<file path="config.mk">
export PLATFORM = sky130hd
export DESIGN_NAME = lgs_csr
export DESIGN_NICKNAME = d
export VERILOG_FILES = /design/src/rtl/life_grid_generation_step_assert.svh /design/src/rtl/lgs_pkg.sv /design/src/rtl/lgs_csr.sv
export SDC_FILE = /design/constraint.sdc
export NUM_CORES = 1
export LEC_CHECK = 0
export BUFFER_PORTS_ARGS = -buffer_cell sky130_fd_sc_hd__buf_2
export CORE_MARGIN = 2
export CORE_UTILIZATION = 36
export DETAILED_ROUTE_END_ITERATION = 7
export GPL_TIMING_DRIVEN = 0
export PLACE_DENSITY = 0.8
export SETUP_SLACK_MARGIN = 0.5
export SYNTH_ARGS = -nofsm -noshare
export SYNTH_HDL_FRONTEND = slang
export SYNTH_SLANG_ARGS = --single-unit
</file>
<file path="constraint.sdc">
create_clock -name clock -period 1.3 [get_ports clock]
set_clock_uncertainty 0.2 [all_clocks]
set_input_delay 0.065 -clock clock [delete_from_list [all_inputs] [get_ports clock]]
set_output_delay 0.065 -clock clock [all_outputs]
set_load 0.01 [all_outputs]
</file>
<file path="src/rtl/life_grid_generation_step_assert.svh">
// Assertion macros shared by the grid step logic.
`ifndef LIFE_GRID_GENERATION_STEP_ASSERT_SVH
`define LIFE_GRID_GENERATION_STEP_ASSERT_SVH

// Condition must never hold.
`define LGS_ASSERT_NEVER(label, cond, msg) \
   label: assert property (@(posedge clock) disable iff (reset) !(cond)) \
      else $error(msg);

// Consequent must hold in the same cycle as the antecedent.
`define LGS_ASSERT_IMPLY(label, ante, cons, msg) \
   label: assert property (@(posedge clock) disable iff (reset) (ante) |-> (cons)) \
      else $error(msg);

`endif

</file>
<file path="src/rtl/lgs_pkg.sv">
package lgs_pkg;

   localparam int DEF_MAX_WIDTH  = 64;
   localparam int DEF_MAX_HEIGHT = 64;

   localparam int CSR_ADDR_W = 3;
   localparam int CSR_DATA_W = 32;
   localparam int CFG_W      = 7;

   typedef logic [1:0] op_type;
   localparam op_type OP_WRITE = 2'd0;
   localparam op_type OP_READ  = 2'd1;
   localparam op_type OP_STEP  = 2'd2;

   typedef logic [5:0] coord_type;

   typedef logic reg_index_type;
   localparam reg_index_type REG_GRID_WIDTH  = 1'b0;
   localparam reg_index_type REG_GRID_HEIGHT = 1'b1;

   localparam logic [CFG_W-1:0] GRID_RESET = 7'd64;

   localparam logic [3:0] BIRTH_COUNT   = 4'd3;
   localparam logic [3:0] SURVIVE_COUNT = 4'd2;

   typedef struct packed {
      logic [CFG_W-1:0] grid_width;
      logic [CFG_W-1:0] grid_height;
   } cfg_type;

endpackage

</file>
<file path="src/rtl/lgs_csr.sv">
module lgs_csr import lgs_pkg::*; (
   input  logic                  clock,
   input  logic                  reset,
   input  logic                  psel,
   input  logic                  penable,
   input  logic                  pwrite,
   input  logic [CSR_ADDR_W-1:0] paddr,
   input  logic [CSR_DATA_W-1:0] pwdata,
   output logic [CSR_DATA_W-1:0] prdata,
   output logic                  pready,
   output cfg_type               cfg
);

   logic [CFG_W-1:0] width_ff;
   logic [CFG_W-1:0] height_ff;
   reg_index_type    reg_idx;

   assign reg_idx = paddr[CSR_ADDR_W-1];
   assign pready  = 1'b1;

   always_ff @(posedge clock) begin
      if (reset) begin
         width_ff  <= GRID_RESET;
         height_ff <= GRID_RESET;
      end else if (psel && penable && pwrite) begin
         unique case (reg_idx)
            REG_GRID_WIDTH:  width_ff  <= pwdata[CFG_W-1:0];
            REG_GRID_HEIGHT: height_ff <= pwdata[CFG_W-1:0];
            default: ;
         endcase
      end
   end

   always_comb begin
      unique case (reg_idx)
         REG_GRID_WIDTH:  prdata = CSR_DATA_W'(width_ff);
         REG_GRID_HEIGHT: prdata = CSR_DATA_W'(height_ff);
         default:         prdata = '0;
      endcase
   end

   assign cfg.grid_width  = width_ff;
   assign cfg.grid_height = height_ff;

endmodule

</file>
==> flow_summary.ini <==
[clock_network]
worst_skew_pair.late_latency_ps = 280
cts_sinks = 14
cts_tree = yes
clk_pin_slew_ps = 90
clockRootBuffer = clkbuf_4
cts_buffer_depth = 2
htree_levels = 1
cts-buffers-inserted = 3

[timing]
setup_viol = 0
final.min_clock_period_ps = 1280
fin_setup_tns_ps = 0
hold_ws_ps = -155
slew_violations = 0
fin_crit_sh_pct = 98.3
hold_violations = 14
grt_setup_unrepaired = yes
timing.fmax_ghz = 0.782

[synth]
synth-seq-cells = 14
yosysWarnings = 0
avgSynthCellArea_um2 = 9.89
synth_top_area_share_pct = 31.2
synthDistinctLibCells = 11
synthesis.area_um2 = 900
netlist_top_cells_area = dfxtp_1, buf_4, mux2i_1, nand2b_1, mux2_2
postSynthCellCount = 91
yosysTopAreaCell = dfxtp_1
yosysSeqAreaShare_pct = 31.2

[worst_setup_path]
rr_worst_depth = 5
crit_arrival_ps = 1010
crit_family = flip-flops
required_ps = 1030
r2r-end = height_ff[5]
worstSetupStartpointType = register
r2r_setup_slack_ps = 220
r2r-start = height_ff[5]
cp_slowest_stage_delay_ps = 330
cp_num_buf_inv = 1
path_class = reg2out
cp_slowest_cell = dfxtp_2
end_kind = output pin
worstPathMaxFanout = 2
path_cells = mux2_2 -> buf_6

[power_and_ir_drop]
power_density_mw_per_mm2 = 609
p_int_w = 0.000772
sequentialPowerShare_pct = 43.1
switching_share_pct = 25.6
peakVddDrop_v = 0.000446
switchingPower_w = 0.000266
power.leakage_nw = 0.921
p_clk_share_pct = 30.2
power_frac_comb_pct = 26.7
power_w = 0.00104

[min_path]
hold_depth = 3
min_path_type = in2reg
hold_start = pwdata[6]
holdPathEnd = width_ff[6]

[layout]
final_cell_mix = buf_6, buf_4, conb_1
nFillCells = 177
drive_gt1_share_pct = 69.2
nNetsFinal = 213
diodes = 0
syn2layout_area_growth_pct = 89.3
layout_commonest_cell = buf_6

[grt]
grt_pass1_wl_mm = 3.24
grt_antenna_before_repair = 0
grt.total_usage_pct = 15.5
first_global_vias = 735
grt_max_degree = 11
overflow = 0

[place]
gp_congestion = 0.640
io_buffers = 32

[route]
final_antenna_net_count = 0
routed_wl_mm = 2.43
route.vias.total = 811
vias_per_cell = 4.01
drt_iter0_drc = 5
wl_per_cell_um = 12.0
drt_first_pass_iters = 2
drcViolationCount = 0

[floorplan]
die_w_um = 54.0
rows = 18
dieArea_mm2 = 0.00291
initial_core_util_pct = 37.0
io_pins = 87
die_y_um = 54.0
core-area_mm2 = 0.00243

[status]
status = finished with violations
violations = hold timing

[job]
maxCapViolCount = 0
==> flip-flops by register name, summed over array words and instances (netlist names) <==
register and count:
width_ff 7, height_ff 7
==> area by class of cell <==
type	instances	area, um2	area share (%)
buffer	31	241	14.2
clock buffer	4	36.3	2.13
multi-input combinational	70	566	33.2
sequential	14	298	17.5
tap	30	37.5	2.20
timing repair buffer	53	524	30.8
==> power groups by stage <==
stage | clock network [W] | logic [W] | registers, W
2_1_floorplan | 0 | 0.000151 | 0.000459
3_3_place_gp | 0 | 0.000198 | 0.000454
3_5_place_dp | 0 | 0.000201 | 0.000455
4_1_cts | 0.000312 | 0.000242 | 0.000445
5_1_grt | 0.000340 | 0.000300 | 0.000448
6_report | 0.000314 | 0.000277 | 0.000447
==> worst reg2reg max path: stages (launching register included) <==
cell      delay (ps)
dfxtp_2          330
buf_6            100
buf_6            110
buf_6            100
nand2b_1          60
mux2i_1           70
==> kinds of logic (layout without fill, tap and decap cells) <==
family / Yosys count / count (layout) / synth area share (%)
other: 2 / 26 / 0.835
buffers and inverters: 31 / 88 / 26.3
and+or+nand+nor: 23 / 23 / 17.4
muxes: 21 / 21 / 24.3
DFF: 14 / 14 / 31.2
==> worst max-delay path by stage <==
stage | from | to | slack [ps] | cells past startpoint
floorplan | paddr[2] | height_ff[0] | 400 | 4
global placement | reset | width_ff[5] | 280 | 4
detailed placement | reset | height_ff[2] | 270 | 4
CTS | width_ff[0] | prdata[0] | 40 | 2
global route | width_ff[6] | prdata[6] | -10 | 2
finish | height_ff[0] | prdata[0] | 20 | 2
==> what timing repair did <==
item                                    4_1_cts  5_1_grt
pin swaps                                     2        0
buffers inserted                             15        6
gates resized for setup                      45       29
hold endpoints to repair                     14       14
endpoints found under the setup margin       33       35
cloned                                        0        0
==> metal layers <==
| metal | vias to the layer above | wire [um] | part of all wire (%) | track usage, % |
|---|---|---|---|---|
| met5 | - | 0 | 0 | 0 |
| met4 | 0 | 10 | 0.41 | 5.00 |
| met3 | 2 | 138 | 5.7 | 3.89 |
| met2 | 34 | 1400 | 58 | 30.1 |
| met1 | 365 | 883 | 36 | 15.9 |
| li1 | 410 | - | - | - |
==> per-stage QoR <==
| stage | util (%) | worst slack, ps | cells | hold slack (ps) | area [um2] |
|---|---|---|---|---|---|
| after floorplan | - | 397 | 115 | 36.2 | 993 |
| after global placement | 49.0 | 277 | 177 | 131 | 1190 |
| after detailed placement | 49.0 | 270 | 177 | 141 | 1190 |
| after CTS | 62.8 | 40.2 | 196 | -151 | 1530 |
| after global routing | 70.0 | -12.4 | 202 | -142 | 1700 |
| final | 70.0 | 22.0 | 202 | -155 | 1700 |
==> Yosys cell counts <==
library cell and number:
buf_4 26, nand2b_1 18, dfxtp_1 14, mux2i_1 14
mux2_2 7, buf_6 3, nor2_1 3, clkbuf_1 2
conb_1 2, and4_1 1, nand4b_4 1
(Power assumes the default switching activity.)
