--- src/rtl/life_grid_generation_step_assert.svh ---
// Assertion macros shared by the grid step logic.
`ifndef LIFE_GRID_GENERATION_STEP_ASSERT_SVH
`define LIFE_GRID_GENERATION_STEP_ASSERT_SVH

// Condition must never hold.
`define LGS_ASSERT_NEVER(label, cond, msg) \
   label: assert property (@(posedge clock) disable iff (reset) !(cond)) \
      else $error(msg);

// Consequent must hold in the same cycle as the antecedent.
`define LGS_ASSERT_IMPLY(label, ante, cons, msg) \
   label: assert property (@(posedge clock) disable iff (reset) (ante) |-> (cons)) \
      else $error(msg);

`endif

--- src/rtl/lgs_pkg.sv ---
package lgs_pkg;

   localparam int DEF_MAX_WIDTH  = 64;
   localparam int DEF_MAX_HEIGHT = 64;

   localparam int CSR_ADDR_W = 3;
   localparam int CSR_DATA_W = 32;
   localparam int CFG_W      = 7;

   typedef logic [1:0] op_type;
   localparam op_type OP_WRITE = 2'd0;
   localparam op_type OP_READ  = 2'd1;
   localparam op_type OP_STEP  = 2'd2;

   typedef logic [5:0] coord_type;

   typedef logic reg_index_type;
   localparam reg_index_type REG_GRID_WIDTH  = 1'b0;
   localparam reg_index_type REG_GRID_HEIGHT = 1'b1;

   localparam logic [CFG_W-1:0] GRID_RESET = 7'd64;

   localparam logic [3:0] BIRTH_COUNT   = 4'd3;
   localparam logic [3:0] SURVIVE_COUNT = 4'd2;

   typedef struct packed {
      logic [CFG_W-1:0] grid_width;
      logic [CFG_W-1:0] grid_height;
   } cfg_type;

endpackage

--- src/rtl/lgs_row_rule.sv ---
module lgs_row_rule import lgs_pkg::*; #(
   parameter int MAX_WIDTH = DEF_MAX_WIDTH
) (
   input  logic [MAX_WIDTH-1:0]            up_row,
   input  logic [MAX_WIDTH-1:0]            mid_row,
   input  logic [MAX_WIDTH-1:0]            down_row,
   input  logic [$clog2(MAX_WIDTH+1)-1:0]  width_ext,
   output logic [MAX_WIDTH-1:0]            next_row
);

   localparam int COL_W = $clog2(MAX_WIDTH);

   logic [COL_W-1:0] last_col;
   logic             up_last;
   logic             mid_last;
   logic             down_last;

   assign last_col  = COL_W'(width_ext - 1'b1);
   assign up_last   = up_row[last_col];
   assign mid_last  = mid_row[last_col];
   assign down_last = down_row[last_col];

   for (genvar c = 0; c < MAX_WIDTH; c++) begin : g_lane
      logic [2:0] left_bits;
      logic [2:0] right_bits;
      logic [3:0] count;
      logic       active;

      if (c == 0) begin : g_first
         assign left_bits = {up_last, mid_last, down_last};
      end else begin : g_inner
         assign left_bits = {up_row[c-1], mid_row[c-1], down_row[c-1]};
      end

      if (c == MAX_WIDTH - 1) begin : g_end
         assign right_bits = {up_row[0], mid_row[0], down_row[0]};
      end else begin : g_body
         assign right_bits = (last_col == COL_W'(c)) ?
                             {up_row[0], mid_row[0], down_row[0]} :
                             {up_row[c+1], mid_row[c+1], down_row[c+1]};
      end

      assign count = 4'(left_bits[2]) + 4'(left_bits[1]) + 4'(left_bits[0])
                   + 4'(right_bits[2]) + 4'(right_bits[1]) + 4'(right_bits[0])
                   + 4'(up_row[c]) + 4'(down_row[c]);
      assign active = (COL_W'(c) <= last_col);
      assign next_row[c] = active ?
                           ((count == BIRTH_COUNT) || (mid_row[c] && (count == SURVIVE_COUNT))) :
                           mid_row[c];
   end

endmodule

--- config.mk ---
export PLATFORM = sky130hd
export DESIGN_NAME = lgs_row_rule
export DESIGN_NICKNAME = d
export VERILOG_FILES = /design/src/rtl/life_grid_generation_step_assert.svh /design/src/rtl/lgs_pkg.sv /design/src/rtl/lgs_row_rule.sv
export SDC_FILE = /design/constraint.sdc
export NUM_CORES = 1
export LEC_CHECK = 0
export BUFFER_PORTS_ARGS = -buffer_cell sky130_fd_sc_hd__buf_4
export CAP_MARGIN = 20
export CORE_UTILIZATION = 42
export DETAILED_ROUTE_END_ITERATION = 10
export SETUP_SLACK_MARGIN = 0.05
export SLEW_MARGIN = 30
export SYNTH_ARGS = -nofsm -noshare
export SYNTH_HDL_FRONTEND = slang
export SYNTH_SLANG_ARGS = --single-unit
export TNS_END_PERCENT = 100
--- constraint.sdc ---
create_clock -name vclk -period 12.1
set_input_delay 0.605 -clock vclk [all_inputs]
set_output_delay 0.605 -clock vclk [all_outputs]
set_load 0.005 [all_outputs]
==> impl_results.md <==
- Count of buffers from port buffering: ~260
- FFs & Latches: 0
- Top-area cell type share of the netlist area: between 30% and 40%
- Number of antenna violations at the first check in global routing: 4
- Area of the core: 34900 µm²
- Global placement routability congestion: slightly below 0.9
- Proportion of power drawn by flip-flops and latches: 0%
- Register area: 0 µm²
- Number of design rule violations left after detail routing: 0
- Number of max-cap violations: 0
- Relative area change from synthesis to final layout: 16.5%
- Io pins: 263
- Final setup TNS: 0 ps
- Maximum number of pins on one net before global-route repair: 68
- Wire length of the first global-routing pass: 78000 µm
- Final Cell Area: 17500 µm²
- Wire length per cell after detailed routing: 21.4 µm
- Total detailed-routing wirelength: 49500 µm
- Total setup violations reported at the end of the flow: 0
- Setup slack after placement: ~5000 ps
- Syn nets: 2280
- Switching Fraction: a little over half
- Buffer count from post-CTS setup fixing: 0
- Part of the power in combinational logic: 100.0%
- CTS Hold Buffers Added: 0
- Internal power component: 0.000610 W
- Clock power share: 0%
- Register area share after synthesis: 0%
- Final period util: roughly three fifths
- Minimum setup slack in the final design: 4860 ps
- Total power density per cell area: 76.2 nW/µm²
- Global-route usage over all layers: 27.6%
- Run status: complete, no violations
- IR drop worst, VDD: about 53 µV
- Worst Hold Depth: 4
- Dominant cell by count in the synthesized netlist: fa_1
- Floorplan row count: 68
- Placed inst area: 17500 µm²
- Arrival time of data at the critical path endpoint: 6630 ps
- Grt ovf: 0
- Startpoint-to-endpoint class of the critical path: input pin to output pin
- Worst hold margin: approximately 1600 ps
- Via-per-instance ratio: 5.81
- Post-DRT Antenna Nets: 0
- Synth cell types: 57
- Data required time at the worst endpoint: ~11000 ps
- Ratio of cells with drive above 1 in the final layout: 22.9%
- Startpoint class of the critical path: input pin
- Launch point of the worst path: width_ext[0]
- Worst hold-check path type: input pin to output pin
- Power Total: between 0.001 and 0.0015 W
- Number of warnings issued by yosys: 0
- Main area contributors after synthesis: fa_1, ha_1, mux4_2
- Top cell types by occurrence after synthesis: fa_1, a21oi_1, inv_1
- Vias post-DR: 13440
- Count of instances resized after the clock tree is built: 0
- Final max-slew violation count: 0
- Max frequency: 138 MHz
- Avg Synthesized Cell Area: 9.24 µm²
- Die span in x: 191 µm
- Start point of the worst hold path: mid_row[63]
- Leakage power of the design: 8.33 nW
- Die H: 191 µm
- Largest area contributor in the synthesized netlist: fa_1
- Die area: around 37000 µm²
- Final HPWL DP: 40700 µm
- Number of clock buffers in the layout: 0
- Netlist area before placement: 15100 µm²
- Unrepaired setup endpoints after global routing: no
- Hold Fails Final Rpt: 0
- Relative slew slack: 34.8%
- Min Clock Period, post-route: 7240 ps
- Starting Density: 43.1%
- Highest fanout seen on the critical path: 29
- Via count of the first global-routing pass: between 10000 and 15000
- Drt pass-1 iters: 5
- Transition time at the pin with the least slew margin: 973 ps
- Layout net count: 2509
- Switching power summed over all nets: 0.000726 W
- Number of instances in the synthesized netlist: ~1600
- Sort of element at the end of the critical path: output pin
- Initial DRC count: 748
-- power groups by stage --
stage	registers, W	clock network, W	logic [W]
final	0	0.0000000000222	0.00134
after detailed placement	0	0	0.00133
after floorplan	0	0	0.000878
after global placement	0	0	0.00128
after global routing	0	0.0000000000221	0.00154
after CTS	0	0	0.00134
-- critical path: stages --
cell and delay [ps]:
buf_4 340, inv_1 150, ha_2 860, buf_4 530, mux4_2 390, a22o_1 260, a221oi_1 460, a221oi_1 180
fa_1 540, inv_1 60, fa_1 500, fa_1 540, inv_1 40, ha_1 220, fa_1 380, o21ai_0 200
o211a_1 210, buf_4 120
-- metal layers --
metal	wire, µm	share of wire (%)	up-vias	global-route usage (%)
met4	1320	2.7	4	6.87
met5	29	0.059	-	0
met2	23500	47	472	46.1
li1	-	-	6191	-
met1	21000	42	6702	37.2
met3	3660	7.4	71	4.41
-- metrics by stage --
stage | cells | utilization, %
after CTS | 2310 | 50.2
after global routing | 2313 | 50.3
final | 2313 | 50.3
after detailed placement | 2310 | 50.2
after floorplan | 1629 | -
after global placement | 2310 | 50.2
-- placed cells by master, fill, tap and decap left out, drive strengths merged, types with 3 or more instances in the layout --
master / Yosys / routed
a21boi: 4 / 4
a21o: 3 / 3
a21oi: 218 / 218
a221oi: 8 / 8
a22o: 7 / 7
a2bb2oi: 3 / 3
a31oi: 12 / 12
and2: 5 / 5
buf: 27 / 286
fa: 256 / 256
ha: 196 / 196
inv: 204 / 204
mux2: 63 / 63
mux2i: 89 / 89
mux4: 52 / 52
nand2: 112 / 112
nand2b: 5 / 5
nand3: 98 / 98
nor2: 80 / 80
nor2b: 7 / 7
nor3: 15 / 15
o21a: 4 / 4
o21ai: 87 / 87
o22ai: 12 / 12
or2: 3 / 3
xnor2: 3 / 3
-- path summary, 6_finish.rpt --
check,slack [ps],endpoint
min,1560,next_row[63]
max,4860,next_row[0]
-- logic make-up (layout without fill, tap and decap cells) --
logic type	Yosys count	count (layout)	share of synthesized area, %
compound gates	371	371	13.5
xor+xnor	5	5	0.341
fa+ha+maj	452	452	50.3
buf+inv	263	490	6.84
mux	204	204	18.4
other cells	0	2	0
simple gates	334	334	10.5
-- area by class of cell --
type,instances,area (µm²)
diodes,2,5.00
fillers,3327,17300
inverters,204,766
multi-input cells,1366,14000
well taps,455,569
repair buffers,286,2150
No activity file was read; power rests on OpenSTA's default activity.
